==> config.mk <==
export PLATFORM = sky130hd
export DESIGN_NAME = gn2d_queue
export DESIGN_NICKNAME = d
export VERILOG_FILES = /design/src/hdl/gn2d_pkg.sv /design/src/hdl/gn2d_queue.sv
export SDC_FILE = /design/constraint.sdc
export NUM_CORES = 1
export LEC_CHECK = 0
export ABC_AREA = 1
export BUFFER_PORTS_ARGS = -buffer_cell sky130_fd_sc_hd__buf_2
export CAP_MARGIN = 20
export CORE_ASPECT_RATIO = 1.1
export CORE_MARGIN = 2
export CORE_UTILIZATION = 60
export CTS_CLUSTER_SIZE = 30
export DETAILED_ROUTE_END_ITERATION = 8
export PLACE_DENSITY = 0.83
export SLEW_MARGIN = 40
export SYNTH_ARGS = -nofsm -noshare
export SYNTH_HDL_FRONTEND = slang
export SYNTH_SLANG_ARGS = --single-unit
==> constraint.sdc <==
create_clock -name clk -period 6.9 [get_ports clk]
set_clock_uncertainty 0.05 [all_clocks]
set_input_delay 1.38 -clock clk [delete_from_list [all_inputs] [get_ports clk]]
set_output_delay 1.38 -clock clk [all_outputs]
set_load 0.005 [all_outputs]
==> src/hdl/gn2d_pkg.sv <==
`timescale 1ns / 1ps

package gn2d_pkg;

  // port widths
  localparam int IN_TDATA_W  = 72;
  localparam int OUT_TDATA_W = 16;
  localparam int CFG_AW      = 3;
  localparam int CFG_DW      = 32;

  // item kinds carried on s_tuser
  localparam logic OP_WRITE = 1'b0;
  localparam logic OP_EVAL  = 1'b1;

  // register index, paddr[2]
  localparam logic REG_ORIGIN_X = 1'b0;
  localparam logic REG_ORIGIN_Y = 1'b1;

  // front-to-back queue
  localparam int QUEUE_DEPTH = 4;
  localparam int QPTR_W      = 2;

  // datapath widths: dot product, x blend, y blend
  localparam int DOT_W = 26;
  localparam int IX_W  = 36;
  localparam int V_W   = 46;
  localparam int Q_W   = V_W - 24;

  localparam logic signed [V_W-1:0] ROUND_HALF = V_W'(64'sd8388608);

  // classified item handed from front to back
  typedef struct packed {
    logic        is_eval;
    logic        oor;      // evaluate item whose cell leaves the table
    logic        wr_en;    // write item that lands inside the table
    logic [7:0]  fx;
    logic [7:0]  fy;
    logic [7:0]  col;      // cell column (evaluate) or node column (write)
    logic [7:0]  row;
    logic [31:0] grad;     // {grad_y, grad_x}
  } gn2d_item_t;

  // per-item control riding along the back pipeline
  typedef struct packed {
    logic       is_eval;
    logic       oor;
    logic [7:0] fx;
    logic [7:0] fy;
  } gn2d_meta_t;

endpackage

==> src/hdl/gn2d_queue.sv <==
`timescale 1ns / 1ps

module gn2d_queue import gn2d_pkg::*; (
  input  logic       clk,
  input  logic       rst,
  input  logic       in_valid,
  output logic       in_ready,
  input  gn2d_item_t in_item,
  output logic       out_valid,
  input  logic       out_ready,
  output gn2d_item_t out_item
);

  gn2d_item_t        slots [QUEUE_DEPTH];
  logic [QPTR_W-1:0] wr_ptr, rd_ptr;
  logic [QPTR_W:0]   count, count_next;
  logic              push, pop;

  assign in_ready  = (count != (QPTR_W + 1)'(QUEUE_DEPTH));
  assign out_valid = (count != '0);
  assign out_item  = slots[rd_ptr];
  assign push      = in_valid && in_ready;
  assign pop       = out_valid && out_ready;

  always_comb begin
    count_next = count;
    if (push && !pop) begin
      count_next = count + 1'b1;
    end else if (pop && !push) begin
      count_next = count - 1'b1;
    end
  end

  always_ff @(posedge clk) begin
    if (rst) begin
      wr_ptr <= '0;
      rd_ptr <= '0;
      count  <= '0;
    end else begin
      if (push) begin
        wr_ptr <= wr_ptr + 1'b1;
      end
      if (pop) begin
        rd_ptr <= rd_ptr + 1'b1;
      end
      count <= count_next;
    end
  end

  always_ff @(posedge clk) begin
    if (push) begin
      slots[wr_ptr] <= in_item;
    end
  end

endmodule

==> impl_metrics.xml <==
<?xml version="1.0" encoding="UTF-8"?>
<metrics>
  <group name="outcome">
    <metric name="run_status" unit="">finished clean</metric>
  </group>
  <group name="route">
    <metric name="num_vias" unit="">6368</metric>
    <metric name="dr.pass1.iters" unit="">5</metric>
    <metric name="drt_drc_violations_left" unit="">0</metric>
    <metric name="post_drt_wl_per_cell" unit="microns">18.8</metric>
    <metric name="vias_per_cell" unit="">5.78</metric>
    <metric name="ant_nets" unit="">0</metric>
    <metric name="detailedRoute.firstIterationViolations" unit="">610</metric>
    <metric name="routed_wl" unit="microns">20700</metric>
  </group>
  <group name="setup_path">
    <metric name="setup.worst_path.start_class" unit="">flop</metric>
    <metric name="r2r_slack" unit="ns">4.55</metric>
    <metric name="required" unit="ns">5.47</metric>
    <metric name="critPathMaxFanout" unit="">68</metric>
    <metric name="critical_path_arrival" unit="ns">2.68</metric>
    <metric name="critical_path.endpoint_type" unit="">primary output</metric>
    <metric name="timing.setup.critical_path_class" unit="">flop to primary output</metric>
  </group>
  <group name="timing">
    <metric name="tightestPinTransition" unit="ns">0.754</metric>
    <metric name="report.final.slew_viol_count" unit="">0</metric>
    <metric name="setup_repair_after_global_routing_missed_its_margin" unit="">false</metric>
    <metric name="finalSetupViolCount" unit="">0</metric>
    <metric name="fin_setup_tns" unit="ns">0</metric>
    <metric name="fin_crit" unit="ns">4.11</metric>
    <metric name="slew_headroom" unit="%">49.8</metric>
    <metric name="final-hold-violation-count" unit="">0</metric>
    <metric name="fmaxAchievable" unit="MHz">243</metric>
    <metric name="layout_worst_path_cycle_share" unit="%">59.6</metric>
  </group>
  <group name="job">
    <metric name="cap_viol_max_count" unit="">0</metric>
  </group>
  <group name="floorplan">
    <metric name="die_y" unit="microns">142</metric>
    <metric name="std_cell_rows" unit="">50</metric>
    <metric name="fp.dieArea" unit="sq mm">0.0184</metric>
    <metric name="core_region_area" unit="sq mm">0.0170</metric>
    <metric name="initial_core_util" unit="%">61.2</metric>
    <metric name="die_width" unit="microns">130</metric>
    <metric name="ioPinCount" unit="">140</metric>
  </group>
  <group name="logic_synthesis">
    <metric name="yosys.cell_types.count" unit="">22</metric>
    <metric name="postSynthNetCount" unit="">793</metric>
    <metric name="yosys_most_used_dff" unit="">sky130_fd_sc_hd__edfxtp_1</metric>
    <metric name="edff_count_synth" unit="">268</metric>
    <metric name="yosysSeqAreaShare" unit="%">79.0</metric>
    <metric name="ys_seq_elements" unit="">277</metric>
    <metric name="post_synthesis_instance_area" unit="sq mm">0.0104</metric>
    <metric name="postSynth.asyncResetShare" unit="%">0</metric>
    <metric name="synthesis.area_per_instance" unit="sq um">14.6</metric>
    <metric name="synthesis.yosys.warnings" unit="">0</metric>
    <metric name="synthCells" unit="">716</metric>
  </group>
  <group name="clock_tree">
    <metric name="post_cts_resized" unit="">0</metric>
    <metric name="tritoncts" unit="">built</metric>
    <metric name="cts-hold-fix-buffers" unit="">0</metric>
    <metric name="cts_max_level" unit="">1</metric>
    <metric name="cts_made_buffers" unit="">26</metric>
    <metric name="post-cts-setup-buffers" unit="">0</metric>
    <metric name="cts.clk_slew.worst_paths" unit="ns">0.06</metric>
    <metric name="cts_num_sinks" unit="">277</metric>
    <metric name="clock_latency" unit="ns">0.52</metric>
    <metric name="cts_max_path_buffers" unit="">3</metric>
    <metric name="cts.root.buffer_cell" unit="">sky130_fd_sc_hd__clkbuf_16</metric>
  </group>
  <group name="pwr">
    <metric name="seq_power_share" unit="%">46.9</metric>
    <metric name="static_leakage" unit="nW">4.29</metric>
    <metric name="ir_drop" unit="V">0.000351</metric>
    <metric name="powerDensity" unit="mW/mm^2">373</metric>
    <metric name="combPwrFrac" unit="%">20.4</metric>
    <metric name="switching_power" unit="mW">1.27</metric>
    <metric name="switching_share" unit="%">27.9</metric>
    <metric name="clock_power_share" unit="%">32.6</metric>
    <metric name="power_report.internal_total" unit="mW">3.27</metric>
  </group>
  <group name="cells_and_area">
    <metric name="post_layout_nets" unit="">924</metric>
    <metric name="drive_above_1_share" unit="%">22.7</metric>
    <metric name="fillers" unit="">1078</metric>
    <metric name="syn2layout_area_growth" unit="%">16.7</metric>
    <metric name="final_cell_count_no_fill" unit="">1102</metric>
  </group>
  <group name="global_route">
    <metric name="globalRoute.totalOverflow" unit="">0</metric>
    <metric name="number_of_global_route_vias_before_repair" unit="">6141</metric>
    <metric name="groute.usage.overall" unit="%">21.7</metric>
    <metric name="maximum_number_of_pins_on_one_net_before_global_route_repair" unit="">135</metric>
    <metric name="grt_first_pass_wirelength" unit="microns">30700</metric>
    <metric name="initial_antenna_violation_count" unit="">2</metric>
  </group>
  <group name="placement">
    <metric name="dpl.hpwl" unit="microns">11200</metric>
    <metric name="dp_cells" unit="">1053</metric>
    <metric name="io_buffers" unit="">139</metric>
    <metric name="routability_congestion_estimate_from_global_placement" unit="">0.730</metric>
  </group>
  <group name="worst_hold_path">
    <metric name="hp-class" unit="">flop to flop</metric>
  </group>
</metrics>
[metrics by stage]
step,instance area (sq um),hold WS (ns),utilization (%),setup slack (ns),total power [mW]
floorplan,10400,0.409,-,2.07,2.73
global placement,11200,0.437,65.8,3.26,3.05
detailed placement,11200,0.443,66.1,3.35,3.08
CTS,12200,0.455,71.4,2.79,4.55
global route,12200,0.487,71.4,2.58,4.73
finish,12200,0.455,71.4,2.79,4.54
[flip-flops by register name (all words and copies together) (netlist names), named ones only]
register  flops
slots       268
count         3
rd_ptr        2
wr_ptr        2
[kinds of logic (layout without fill, tap and decap cells)]
kind of cell | Yosys count | after routing | share of synthesized area, %
xor+xnor | 1 | 1 | 0.0841
compound gates | 205 | 205 | 10.7
other cells | 0 | 1 | 0
fa+ha+maj | 6 | 6 | 0.793
buf+inv | 59 | 210 | 3.36
simple gates | 168 | 168 | 6.14
flops | 277 | 277 | 79.0
[placed cells by master (no fill, tap or decap)]
| master | count |
|---|---|
| sky130_fd_sc_hd__clkinv_1 | 3 |
| sky130_fd_sc_hd__dfxtp_1 | 7 |
| sky130_fd_sc_hd__buf_16 | 1 |
| sky130_fd_sc_hd__nand3_1 | 4 |
| sky130_fd_sc_hd__clkbuf_16 | 27 |
| sky130_fd_sc_hd__inv_4 | 1 |
| sky130_fd_sc_hd__bufinv_16 | 5 |
| sky130_fd_sc_hd__inv_8 | 1 |
| sky130_fd_sc_hd__buf_4 | 3 |
| sky130_fd_sc_hd__clkinvlp_4 | 2 |
| sky130_fd_sc_hd__nand2_1 | 15 |
| sky130_fd_sc_hd__o21ai_0 | 132 |
| sky130_fd_sc_hd__clkinv_2 | 8 |
| sky130_fd_sc_hd__nand3b_1 | 1 |
| sky130_fd_sc_hd__diode_2 | 1 |
| sky130_fd_sc_hd__buf_2 | 139 |
| sky130_fd_sc_hd__buf_6 | 3 |
| sky130_fd_sc_hd__dfxtp_2 | 1 |
| sky130_fd_sc_hd__clkinv_4 | 1 |
| sky130_fd_sc_hd__ha_1 | 5 |
| sky130_fd_sc_hd__o21ai_1 | 3 |
| sky130_fd_sc_hd__a21oi_1 | 3 |
| sky130_fd_sc_hd__clkbuf_1 | 2 |
| sky130_fd_sc_hd__xor2_1 | 1 |
| sky130_fd_sc_hd__nor2_4 | 4 |
| sky130_fd_sc_hd__fa_1 | 1 |
| sky130_fd_sc_hd__edfxtp_1 | 268 |
| sky130_fd_sc_hd__inv_1 | 14 |
| sky130_fd_sc_hd__dfxtp_4 | 1 |
| sky130_fd_sc_hd__nor2_1 | 144 |
| sky130_fd_sc_hd__o22ai_1 | 67 |
[path summary, 6_finish.rpt]
kind	end	start	cells past startpoint
setup / recovery	out_item[54]	flop	4
hold / removal	flop	rd_ptr[0]	2
setup reg to reg	slots[2][41]	count[0]	5
hold reg to reg	flop	rd_ptr[0]	2
[metal layers]
| metal | global-route usage, % | share of wire (%) |
|---|---|---|
| met1 | 29.8 | 41 |
| met2 | 35.1 | 49 |
| met3 | 4.55 | 8.1 |
| met4 | 7.02 | 1.9 |
| met5 | 0 | 0.034 |
[Yosys cell counts, drive strengths merged (3+ instances only)]
cell type | number | area share, %
clkbuf | 18 | 0.84
o21ai | 135 | 6.5
ha | 5 | 0.60
o22ai | 67 | 4.0
dfxtp | 9 | 1.7
nand3 | 4 | 0.19
a21oi | 3 | 0.14
inv | 16 | 0.62
nand2 | 15 | 0.54
buf | 25 | 1.9
nor2 | 148 | 5.3
edfxtp | 268 | 77
[cell type report]
class	instances	area, sq um	area share [%]
well taps	234	293	2.41
clock buffers	29	683	5.62
repair buffers	146	779	6.41
flip-flops and latches	277	8230	67.7
diodes	1	2.50	0.0206
inverters	16	70.1	0.576
clock inverters	19	225	1.85
multi-input cells	380	1870	15.4
[worst max-delay path: stages (launching register included)]
cell and delay (ns):
sky130_fd_sc_hd__dfxtp_4 0.81, sky130_fd_sc_hd__buf_4 0.66, sky130_fd_sc_hd__o21ai_0 0.21, sky130_fd_sc_hd__o22ai_1 0.29
sky130_fd_sc_hd__buf_2 0.17
[power groups by stage]
stage / registers [mW] / clock network [mW] / logic (mW)
2_1_floorplan: 2.13 / 0 / 0.596
3_3_place_gp: 2.16 / 0 / 0.894
3_5_place_dp: 2.16 / 0 / 0.920
4_1_cts: 2.13 / 1.50 / 0.930
5_1_grt: 2.15 / 1.56 / 1.02
6_report: 2.13 / 1.48 / 0.928
No activity file was read; power rests on OpenSTA's default activity.
