$ cat src/hdl/gn2d_pkg.sv
`timescale 1ns / 1ps

package gn2d_pkg;

  // port widths
  localparam int IN_TDATA_W  = 72;
  localparam int OUT_TDATA_W = 16;
  localparam int CFG_AW      = 3;
  localparam int CFG_DW      = 32;

  // item kinds carried on s_tuser
  localparam logic OP_WRITE = 1'b0;
  localparam logic OP_EVAL  = 1'b1;

  // register index, paddr[2]
  localparam logic REG_ORIGIN_X = 1'b0;
  localparam logic REG_ORIGIN_Y = 1'b1;

  // front-to-back queue
  localparam int QUEUE_DEPTH = 4;
  localparam int QPTR_W      = 2;

  // datapath widths: dot product, x blend, y blend
  localparam int DOT_W = 26;
  localparam int IX_W  = 36;
  localparam int V_W   = 46;
  localparam int Q_W   = V_W - 24;

  localparam logic signed [V_W-1:0] ROUND_HALF = V_W'(64'sd8388608);

  // classified item handed from front to back
  typedef struct packed {
    logic        is_eval;
    logic        oor;      // evaluate item whose cell leaves the table
    logic        wr_en;    // write item that lands inside the table
    logic [7:0]  fx;
    logic [7:0]  fy;
    logic [7:0]  col;      // cell column (evaluate) or node column (write)
    logic [7:0]  row;
    logic [31:0] grad;     // {grad_y, grad_x}
  } gn2d_item_t;

  // per-item control riding along the back pipeline
  typedef struct packed {
    logic       is_eval;
    logic       oor;
    logic [7:0] fx;
    logic [7:0] fy;
  } gn2d_meta_t;

endpackage

$ cat src/hdl/gn2d_front.sv
`timescale 1ns / 1ps

module gn2d_front import gn2d_pkg::*; #(
  parameter int GRID_W = 16,
  parameter int GRID_H = 16
) (
  input  logic                  clk,
  input  logic                  rst,
  input  logic                  s_tvalid,
  output logic                  s_tready,
  input  logic [IN_TDATA_W-1:0] s_tdata,
  input  logic                  s_tuser,
  input  logic signed [7:0]     origin_x,
  input  logic signed [7:0]     origin_y,
  output logic                  q_valid,
  input  logic                  q_ready,
  output gn2d_item_t            q_item
);

  localparam logic signed [9:0] COL_LAST = 10'(GRID_W - 2);
  localparam logic signed [9:0] ROW_LAST = 10'(GRID_H - 2);
  localparam logic [8:0]        GW9      = 9'(GRID_W);
  localparam logic [8:0]        GH9      = 9'(GRID_H);

  logic [15:0]       px, py;
  logic [3:0]        node_col, node_row;
  logic signed [9:0] c0, r0;
  logic              cell_ok, wr_ok, is_eval;
  gn2d_item_t        item;
  logic              hold_valid;
  gn2d_item_t        hold_item;

  assign px       = s_tdata[15:0];
  assign py       = s_tdata[31:16];
  assign node_col = s_tdata[35:32];
  assign node_row = s_tdata[39:36];
  assign is_eval  = (s_tuser == OP_EVAL);

  // floor(p/256) is the integer byte; cell index relative to the origin
  assign c0 = {{2{px[15]}}, px[15:8]} - {{2{origin_x[7]}}, origin_x};
  assign r0 = {{2{py[15]}}, py[15:8]} - {{2{origin_y[7]}}, origin_y};

  // both neighbors are needed even at zero weight
  assign cell_ok = (c0 >= 10'sd0) && (c0 <= COL_LAST) &&
                   (r0 >= 10'sd0) && (r0 <= ROW_LAST);
  assign wr_ok   = ({5'd0, node_col} < GW9) && ({5'd0, node_row} < GH9);

  always_comb begin
    item.is_eval = is_eval;
    item.oor     = is_eval && !cell_ok;
    item.wr_en   = !is_eval && wr_ok;
    item.fx      = px[7:0];
    item.fy      = py[7:0];
    item.col     = is_eval ? c0[7:0] : {4'd0, node_col};
    item.row     = is_eval ? r0[7:0] : {4'd0, node_row};
    item.grad    = s_tdata[71:40];
  end

  assign s_tready = !hold_valid || q_ready;

  always_ff @(posedge clk) begin
    if (rst) begin
      hold_valid <= 1'b0;
    end else if (s_tready) begin
      hold_valid <= s_tvalid;
    end
  end

  always_ff @(posedge clk) begin
    if (s_tready) begin
      hold_item <= item;
    end
  end

  assign q_valid = hold_valid;
  assign q_item  = hold_item;

endmodule

$ cat config.mk
export PLATFORM = sky130hd
export DESIGN_NAME = gn2d_front
export DESIGN_NICKNAME = d
export VERILOG_FILES = /design/src/hdl/gn2d_pkg.sv /design/src/hdl/gn2d_front.sv
export SDC_FILE = /design/constraint.sdc
export NUM_CORES = 1
export LEC_CHECK = 0
export ABC_AREA = 1
export BUFFER_PORTS_ARGS = -buffer_cell sky130_fd_sc_hd__clkbuf_2
export CORE_MARGIN = 3
export CORE_UTILIZATION = 48
export CTS_CLUSTER_SIZE = 10
export DETAILED_ROUTE_END_ITERATION = 7
export PLACE_DENSITY = 0.95
export RECOVER_POWER = 25
export SLEW_MARGIN = 20
export SYNTH_ARGS = -nofsm -noshare
export SYNTH_HDL_FRONTEND = slang
export SYNTH_SLANG_ARGS = --single-unit
$ cat constraint.sdc
create_clock -name clk -period 4.61 [get_ports clk]
set_clock_uncertainty 0.15 [all_clocks]
set_input_delay 0.461 -clock clk [delete_from_list [all_inputs] [get_ports clk]]
set_output_delay 0.461 -clock clk [all_outputs]
set_load 0.01 [all_outputs]
==> reports/qor.yml, run 1 <==
run_status:
  status: "complete, no violations"
cells_and_area:
  nets: 558
  synthToLayoutAreaGrowth_pct: 35.07
  antenna_cells: 0
  layout-drive-gt1-share_pct: 38.27
setup_path:
  critPathMaxFanout: 28
  reg2reg_slack_ns: 2.36
  crit_path_end_kind: "output pin"
  r2r-start: "q_valid$_SDFFE_PP0P_"
  worstRegToRegCells: 2
  path_class: "flip-flop to output pin"
  cp-start-kind: "flip-flop"
  worstPathRequired_ns: 4.00
  worstPathArrival_ns: 1.72
  rr_endpoint: "q_item[35]$_DFFE_PP_"
sta:
  tns_ns: 0
  slew_headroom_pct: 26.62
  max_freq_ghz: 0.4284
  fin_ws_ns: 2.276
  finalSetupViolations: 0
  period_minus_slack_ns: 2.334
  finalMaxSlewViolations: 0
  min_period_over_period_pct: 50.63
  tightest_slew_ns: 1.098
  hold_viol_final: 0
  rsz0062_at_grt: "no"
global_routing:
  grt_overflow: 0
  grt_usage_pct: 19.81
  grt_max_degree: 43
  grt_pass1_vias: 2368
  grt_antenna_before_repair: 0
  grt_first_pass_wirelength_um: 11100
logic_synthesis:
  yosysTopAreaCell: "edfxtp_1"
  avgSynthCellArea_um2: 11.13
  synth_top_area_share_pct: 65.50
  ys_seq_area_share_pct: 66.15
  syn-num-nets: 387
  synth_cell_type_count: 16
  netlist_area_um2: 3072
  synthesis.instances: 276
  synthTopCellsByArea: "edfxtp_1 (65%), nand2_1 (9.0%), ha_1 (6.5%), inv_1 (5.6%), nand3_1 (3.7%)"
  ys_warn_count: 0
  ys_seq_elements: 68
placement:
  port_buffers: 161
  dp_hpwl_um: 6121
  dp_slack_ns: 2.199
  gp_congestion: 0.8617
min_path:
  hold-path-cell-count: 2
  worstHoldStart: "rst"
  min_to: "q_valid$_SDFFE_PP0P_"
  hp-class: "input port to flip-flop"
clock_network:
  cts_sinks: 68
  cts-root-buf: "clkbuf_8"
  cts_setup_buffers: 0
  cts.reportedPaths.clkPinSlew_ns: 0.06
  cts_buffer_depth: 2
  cts_buffers: 9
  h-tree-depth: 3
  insertion_delay_ns: 0.32
  holdBufCountCts: 0
  ctsResizeCount: 0
  cts_tree: "built"
route:
  drt_first_pass_iters: 4
  via_per_inst: 4.827
  vias: 2544
  routedWlPerCell_um: 14.15
  postRouteAntennaNets: 0
  drc_errors: 0
  drtIter0Drc: 84
  wl_um: 7455
pwr:
  leakage_nw: 2.172
  peakVddDrop_uv: 239.7
  power_density_nw_per_um2: 348.6
floorplan:
  initial_utilization_pct: 50.68
  die_height_um: 86.00
  die_w_um: 86.00
  rows: 28
  ioPinCount: 162
  dieArea_um2: 7395
  coreArea_um2: 6061
job:
  maxCapViolations: 0
-- placed cells by master, fill, tap and decap left out, types with 2 or more instances in the layout --
cell / n
nand3_1: 23
nand2_1: 74
clkbuf_1: 6
fa_1: 2
o21ai_0: 5
a21oi_1: 10
clkinv_2: 2
xnor2_1: 2
clkbuf_2: 157
nor2_1: 20
nand3b_1: 5
clkbuf_8: 12
inv_1: 46
ha_1: 16
edfxtp_1: 67
-- area by class of cell --
class	count	area, µm²
clock buffers	14	172.7
flip-flops and latches	68	2032
repair buffers	162	808.3
well taps	75	93.84
multi-input cells	160	859.6
fillers	451	1912
clock inverters	2	10.01
inverters	46	172.7
-- stage by stage --
| step | area, µm² | hold slack, ns | cells | utilization (%) | total power [W] |
|---|---|---|---|---|---|
| after global placement | 3974 | 0.4718 | 511 | 65.57 | 0.001011 |
| after floorplan | 3072 | 0.3801 | 276 | - | 0.0009071 |
| final | 4149 | 0.1379 | 527 | 68.46 | 0.001446 |
| after CTS | 4156 | 0.1221 | 527 | 68.58 | 0.001458 |
| after detailed placement | 3974 | 0.4725 | 511 | 65.57 | 0.001026 |
| after global routing | 4149 | 0.1349 | 527 | 68.46 | 0.001518 |
-- where the power goes --
part	internal, W	total, W	leakage, nW	switching (W)
clock network	0.000238	0.000435	0.0965	0.000197
registers	0.000738	0.000754	0.710	0.0000151
logic	0.000108	0.000258	1.37	0.000150
-- cells in the mapped netlist --
cell / number
nand3b_1: 5
a21oi_1: 10
o21ai_0: 5
or2_4: 1
nand3_1: 23
nor2_1: 20
nand2_1: 74
dfxtp_1: 1
edfxtp_1: 67
inv_1: 46
ha_1: 16
clkbuf_1: 2
fa_1: 2
nand4_1: 1
xnor2_1: 2
or2_1: 1
-- per-layer routing --
layer	part of all wire, %	vias up	track usage (%)
met5	0	-	0
met3	9.4	15	5.860
li1	-	1259	-
met2	54	125	36.86
met4	1.8	0	7.050
met1	35	1145	21.00
-- worst max path at each step --
stage,from,to,slack (ns),cells past startpoint
after global placement,s_tdata[8],q_item[65]$_DFFE_PP_,2.30,15
after detailed placement,s_tdata[8],q_item[65]$_DFFE_PP_,2.20,15
final,q_valid$_SDFFE_PP0P_,s_tready,2.28,2
after floorplan,q_ready,s_tready,2.01,2
after global routing,q_valid$_SDFFE_PP0P_,s_tready,2.14,2
after CTS,s_tdata[8],q_item[65]$_DFFE_PP_,2.54,15
-- kinds of logic after synthesis --
family | synth area share [%]
XOR/XNOR | 0.5704
AND/OR/NAND/NOR | 17.15
flip-flops | 66.15
adder cells (fa/ha/maj) | 7.821
buffers and inverters | 5.866
AO/OA/AOI/OAI | 2.444
-- registers in the layout, summed over array words and instances (netlist names) --
register and count:
q_item 67, q_valid 1
-- worst max-delay path, stage by stage (launching register included) --
cell      delay [ns]
dfxtp_1         0.32
nand2_1         0.79
clkbuf_2        0.28
Power figures use the tool's default switching activity.
==> run 2: changes to the inputs <==
--- a/config.mk
+++ b/config.mk
@@ -5,13 +5,13 @@
 export SDC_FILE = /design/constraint.sdc
 export NUM_CORES = 1
 export LEC_CHECK = 0
-export ABC_AREA = 1
+export ABC_AREA = 0
 export BUFFER_PORTS_ARGS = -buffer_cell sky130_fd_sc_hd__clkbuf_2
 export CORE_MARGIN = 3
-export CORE_UTILIZATION = 48
+export CORE_UTILIZATION = 44
 export CTS_CLUSTER_SIZE = 10
 export DETAILED_ROUTE_END_ITERATION = 7
-export PLACE_DENSITY = 0.95
+export PLACE_DENSITY = 0.89
 export RECOVER_POWER = 25
 export SLEW_MARGIN = 20
 export SYNTH_ARGS = -nofsm -noshare
==> constraint.sdc (replaced) <==
create_clock -name clk -period 2.4 [get_ports clk]
set_clock_uncertainty 0.15 [all_clocks]
set_input_delay 0.24 -clock clk [delete_from_list [all_inputs] [get_ports clk]]
set_output_delay 0.24 -clock clk [all_outputs]
set_load 0.01 [all_outputs]
==> run 2 against run 1 <==
Net effect: the run now ends with setup timing left; worst setup slack got worse by 2.3 ns; utilization increased by 7.2 points; via count increased by 5.4%; first-iteration DRC count increased by 20%.
==> reports/qor.yml, run 2 <==
logic_synthesis:
  netlist_area_um2: 2959
  ys_seq_area_share_pct: 68.67
  async_flop_share_pct: 0
  synthesis.instances: 199
  avgSynthCellArea_um2: 14.87
  synth_cell_type_count: 39
  syn-num-nets: 310
  synth_most_common_cell: "edfxtp_1"
  ys_top_cells_by_count: "edfxtp_1 (67), inv_1 (23), ha_1 (16), a21oi_1 (14), nor2_1 (12)"
  ys_warn_count: 0
  synth_flop_cell: "edfxtp_1"
  synth-edff-count: 67
  ys_seq_elements: 68
  synth_top_area_share_pct: 67.99
  yosysTopAreaCell: "edfxtp_1"
  synthTopCellsByArea: "edfxtp_1 (68%), ha_1 (6.8%), inv_1 (2.9%), a21oi_1 (2.4%), mux2_2 (1.5%)"
sta:
  finalMaxSlewViolations: 0
  finalSetupViolations: 1
  min_period_over_period_pct: 100.7
  max_freq_ghz: 0.4138
  rsz0062_at_grt: "yes"
  hold_viol_final: 0
  tightest_slew_ns: 0.6982
  fin_ws_ns: -0.01658
  fin_hold_ws_ns: 0.05405
  period_minus_slack_ns: 2.417
  slew_headroom_pct: 53.45
setup_path:
  worstPathArrival_ns: 2.35
  path_buf_inv: 3
  cpPeakStageDelay_ns: 0.50
  worstPathRequired_ns: 2.33
  crit_path_end_kind: "flip-flop"
  critPathMaxFanout: 2
  cp-start-kind: "input port"
  critical-path-top-delay-family: "compound AO/OA/AOI/OAI gates"
  crit_path_cell_trace: "clkbuf_16 -> inv_12 -> ha_4 -> inv_2 -> fa_2 -> a21o_1 -> a221oi_4 -> mux2i_1 -> or4_1 -> o41a_1"
  path_class: "input port to flip-flop"
  slowest_stage: "or4_1"
clock_network:
  insertion_delay_ns: 0.34
  cts_buffers: 9
  cts.reportedPaths.clkPinSlew_ns: 0.08
  cts_buffer_depth: 2
  cts-root-buf: "clkbuf_8"
  cts_tree: "built"
  cts_sinks: 68
  h-tree-depth: 3
placement:
  gp_congestion: 0.8759
  placed_cells: 458
  port_buffers: 161
  dpl_cell_area_um2: 4095
  dp_hpwl_um: 6067
cells_and_area:
  final_core_util_pct: 75.69
  mostFrequentLayoutCell: "clkbuf_2"
  fin_cells: 530
  mostFrequentLayoutCells: "clkbuf_2 (154), edfxtp_1 (67), dlygate4sd3_1 (50)"
  regArea_um2: 2032
  multiInputGateArea_um2: 872.1
  layout-drive-gt1-share_pct: 47.33
  stdcell_area_um2: 4861
  synthToLayoutAreaGrowth_pct: 64.27
  fillers: 369
  nets: 556
  largest_reg_flops: 67
pwr:
  power_density_nw_per_um2: 658.0
  leakage_nw: 2.283
  total_power_w: 0.003198
  peakVddDrop_uv: 372.7
floorplan:
  ioPinCount: 162
  coreArea_um2: 6422
  die_height_um: 88.01
  die_w_um: 88.01
  rows: 29
  initial_utilization_pct: 46.07
  dieArea_um2: 7745
route:
  drtIter0Drc: 101
  drc_errors: 0
  via_per_inst: 5.060
  vias: 2682
  routedWlPerCell_um: 18.65
  wl_um: 9887
  drt_first_pass_iters: 4
  postRouteAntennaNets: 0
global_routing:
  grt_overflow: 0
  grt_max_degree: 36
  grt_usage_pct: 25.51
  grt_first_pass_wirelength_um: 14410
  grt_pass1_vias: 2762
  grt_antenna_before_repair: 0
run_status:
  status: "finished with violations"
  violations: "setup timing"
job:
  maxCapViolations: 0
min_path:
  hp-class: "input port to flip-flop"
[run 2: cell count changes after synthesis, moves of 4 or more]
cell / delta
nand2_1: -69
inv_1: -23
nand3_1: -20
nor2_1: -8
a21oi_1: +4
a31oi_1: +4
mux2_2: +4
nand3b_1: -4
xor2_1: +4
[run 2: worst register-to-register path, stage by stage (launching register included)]
cell,delay (ns)
dfxtp_1,0.40
nand2b_4,0.29
buf_12,0.30
a21oi_1,0.14
dlygate4sd3_1,0.57
[run 2: power by group]
part / internal, W / switching (W) / leakage [nW]
Combinational: 0.000344 / 0.000329 / 1.46
Clock: 0.000592 / 0.000472 / 0.110
Sequential: 0.00142 / 0.0000377 / 0.709
Total: 0.00236 / 0.000839 / 2.28
[run 2: kinds of logic (layout without fill, tap and decap cells)]
| logic type | after synthesis | after routing | synth area share (%) |
|---|---|---|---|
| buffers and inverters | 26 | 277 | 3.298 |
| AOI/OAI and AO/OA | 36 | 36 | 8.161 |
| and+or+nand+nor | 36 | 36 | 6.470 |
| xor gates and xnor gates | 9 | 9 | 2.664 |
| adders and majority gates | 18 | 18 | 8.118 |
| other | 0 | 3 | 0 |
| muxes | 6 | 6 | 2.621 |
| DFF | 68 | 68 | 68.67 |
[run 2: worst paths after layout]
| kind | from | to | slack [ns] | cells after the start |
|---|---|---|---|---|
| min reg2reg | q_valid$_SDFFE_PP0P_ | q_item[4]$_DFFE_PP_ | 0.80 | 1 |
| max reg2reg | q_valid$_SDFFE_PP0P_ | q_valid$_SDFFE_PP0P_ | 0.49 | 4 |
| max | s_tdata[24] | q_item[65]$_DFFE_PP_ | -0.02 | 10 |
| min | s_tdata[32] | q_item[40]$_DFFE_PP_ | 0.05 | 3 |
[run 2: stage by stage]
step           TNS [ns]  worst slack [ns]
4_1_cts        -0.04324          -0.04324
3_3_place_gp    -0.4305           -0.4305
6_report       -0.01658          -0.01658
3_5_place_dp    -0.4656           -0.4656
2_1_floorplan   -0.1879           -0.1879
5_1_grt        -0.05761          -0.05761
[run 2: area by class of cell]
| cell class | instances | share of cell area, % |
|---|---|---|
| Tap cell | 77 | 1.982 |
| Multi-Input combinational cell | 105 | 17.94 |
| Antenna cell | 3 | 0.1544 |
| Inverter | 25 | 2.291 |
| Clock inverter | 7 | 2.033 |
| Timing Repair Buffer | 236 | 31.25 |
| Sequential cell | 68 | 41.80 |
| Clock buffer | 9 | 2.548 |
[run 2: what timing repair did]
item	4_1_cts	5_1_grt
pin swaps	7	4
hold endpoints to repair	49	0
resized for setup	3	0
hold buffers	50	0
buffers inserted	1	2
setup endpoints to repair	1	1
[run 2: per-layer routing]
metal | track usage [%] | up-vias | share of wire [%]
met5 | 0 | - | 0
met4 | 14.64 | 0 | 3.9
met3 | 7.620 | 32 | 8.5
met2 | 45.62 | 150 | 53
met1 | 26.36 | 1264 | 35
li1 | - | 1236 | -
==> run 3: changes to the inputs <==
--- a/config.mk
+++ b/config.mk
@@ -8,11 +8,12 @@
 export ABC_AREA = 0
 export BUFFER_PORTS_ARGS = -buffer_cell sky130_fd_sc_hd__clkbuf_2
 export CORE_MARGIN = 3
-export CORE_UTILIZATION = 44
+export CORE_UTILIZATION = 48
 export CTS_CLUSTER_SIZE = 10
 export DETAILED_ROUTE_END_ITERATION = 7
-export PLACE_DENSITY = 0.89
+export PLACE_DENSITY = 0.95
 export RECOVER_POWER = 25
+export REMOVE_ABC_BUFFERS = 1
 export SLEW_MARGIN = 20
 export SYNTH_ARGS = -nofsm -noshare
 export SYNTH_HDL_FRONTEND = slang
==> constraint.sdc (replaced) <==
create_clock -name clk -period 2.95 [get_ports clk]
set_clock_uncertainty 0.15 [all_clocks]
set_input_delay 0.295 -clock clk [delete_from_list [all_inputs] [get_ports clk]]
set_output_delay 0.295 -clock clk [all_outputs]
set_load 0.01 [all_outputs]
==> run 3 against run 2 <==
Net effect: the flow now finishes without violations; utilization is 2.8 points higher; design area is 7.3% lower; non-clock buffer count is 23 lower; via count is 4.3% lower; sequential share of layout area is 3.3 points higher; sequential power is 18% lower; die area is 7.8% lower; critical path depth is 1 higher; worst setup slack better by 0.21 ns.
==> reports/qor.yml, run 3 (synthesis gave the netlist of run 2 again) <==
route:
  wl_um: 10040
  postRouteAntennaNets: 0
  routedWlPerCell_um: 20.08
  vias: 2566
  drt_first_pass_iters: 7
  drc_errors: 0
  via_per_inst: 5.132
  drtIter0Drc: 190
floorplan:
  initial_utilization_pct: 51.53
  die_height_um: 84.52
  dieArea_um2: 7143
  rows: 27
  ioPinCount: 162
  die_w_um: 84.52
  coreArea_um2: 5743
cells_and_area:
  largest_reg_flops: 67
  mostFrequentLayoutCells: "clkbuf_2 (150), edfxtp_1 (67), dlygate4sd3_1 (48)"
  synthToLayoutAreaGrowth_pct: 52.35
  final_core_util_pct: 78.50
  fillers: 352
  nets: 533
  layout-drive-gt1-share_pct: 40.05
  mostFrequentLayoutCell: "clkbuf_2"
placement:
  port_buffers: 161
  gp_congestion: 0.8461
  dp_hpwl_um: 5960
sta:
  period_minus_slack_ns: 2.757
  tns_ns: 0
  slew_headroom_pct: 52.16
  min_period_over_period_pct: 93.46
  tightest_slew_ns: 0.7176
  finalSetupViolations: 0
  fin_hold_ws_ns: 0.04807
  rsz0062_at_grt: "no"
  hold_viol_final: 0
  max_freq_ghz: 0.3627
  finalMaxSlewViolations: 0
min_path:
  hp-class: "input port to flip-flop"
  hold-path-cell-count: 1
global_routing:
  grt_antenna_before_repair: 1
  grt_overflow: 0
  grt_first_pass_wirelength_um: 14900
  grt_usage_pct: 28.51
  grt_pass1_vias: 2578
  grt_max_degree: 55
run_status:
  status: "complete, no violations"
pwr:
  peakVddDrop_uv: 462.3
  leakage_nw: 2.102
  power_density_nw_per_um2: 515.8
clock_network:
  cts_buffers: 9
  cts_tree: "built"
  cts_sinks: 68
  cts.reportedPaths.clkPinSlew_ns: 0.07
  cts-root-buf: "clkbuf_8"
  ctsResizeCount: 0
  cts_buffer_depth: 2
  insertion_delay_ns: 0.34
  h-tree-depth: 3
  holdBufCountCts: 47
  cts_setup_buffers: 0
setup_path:
  worstRegToRegCells: 2
  critPathMaxFanout: 2
  cp-start-kind: "input port"
  worstPathArrival_ns: 2.68
  path_class: "input port to flip-flop"
  crit_path_end_kind: "flip-flop"
  worstPathRequired_ns: 2.87
job:
  maxCapViolations: 0
==> run 3: layer usage <==
metal	GRT usage (%)	part of all wire [%]
met5	0	0
met4	8.058	1.9
met3	8.243	10
met1	33.96	36
met2	50.25	52
==> run 3: through the flow <==
| step | std cells | worst slack [ns] | power [W] | area [µm²] |
|---|---|---|---|---|
| detailed placement | 435 | -0.1242 | 0.001622 | 3889 |
| global route | 500 | 0.1387 | 0.002425 | 4508 |
| global placement | 435 | -0.03277 | 0.001601 | 3889 |
| floorplan | 198 | 0.09341 | 0.001428 | 2955 |
| finish | 500 | 0.1930 | 0.002325 | 4508 |
| CTS | 498 | 0.2090 | 0.002273 | 4509 |
==> run 3: cell type report <==
cell class                      count  area, µm²  share of cell area [%]
Multi-Input combinational cell    105      837.1                   18.57
Timing Repair Buffer              213       1303                   28.89
Inverter                           25      93.84                   2.082
Antenna cell                        1      2.502                 0.05551
Sequential cell                    68       2032                   45.07
Tap cell                           72      90.09                   1.998
Clock buffer                       16      150.1                   3.331
==> run 3: report_power, final <==
part | switching, W | internal [W]
logic | 0.000255 | 0.000231
registers | 0.0000350 | 0.00116
clock network | 0.000336 | 0.000309
total | 0.000626 | 0.00170
==> run 3: path summary, 6_finish.rpt <==
kind                                            from                    to  slack (ns)
worst max-delay path                      s_tdata[8]  q_item[65]$_DFFE_PP_        0.19
worst min-delay path                     s_tdata[64]  q_item[24]$_DFFE_PP_        0.05
worst max register to register  q_valid$_SDFFE_PP0P_  q_item[40]$_DFFE_PP_        1.28
worst min register to register  q_valid$_SDFFE_PP0P_  q_item[49]$_DFFE_PP_        0.96
==> run 3: worst max-delay path: stages <==
cell and delay (ns):
clkbuf_2 0.08, inv_1 0.06, ha_1 0.16, inv_1 0.05
fa_1 0.38, a21o_1 0.21, nand4_1 0.09, nand3_1 0.17
mux2i_4 0.23, or4_1 0.51, o41a_1 0.44
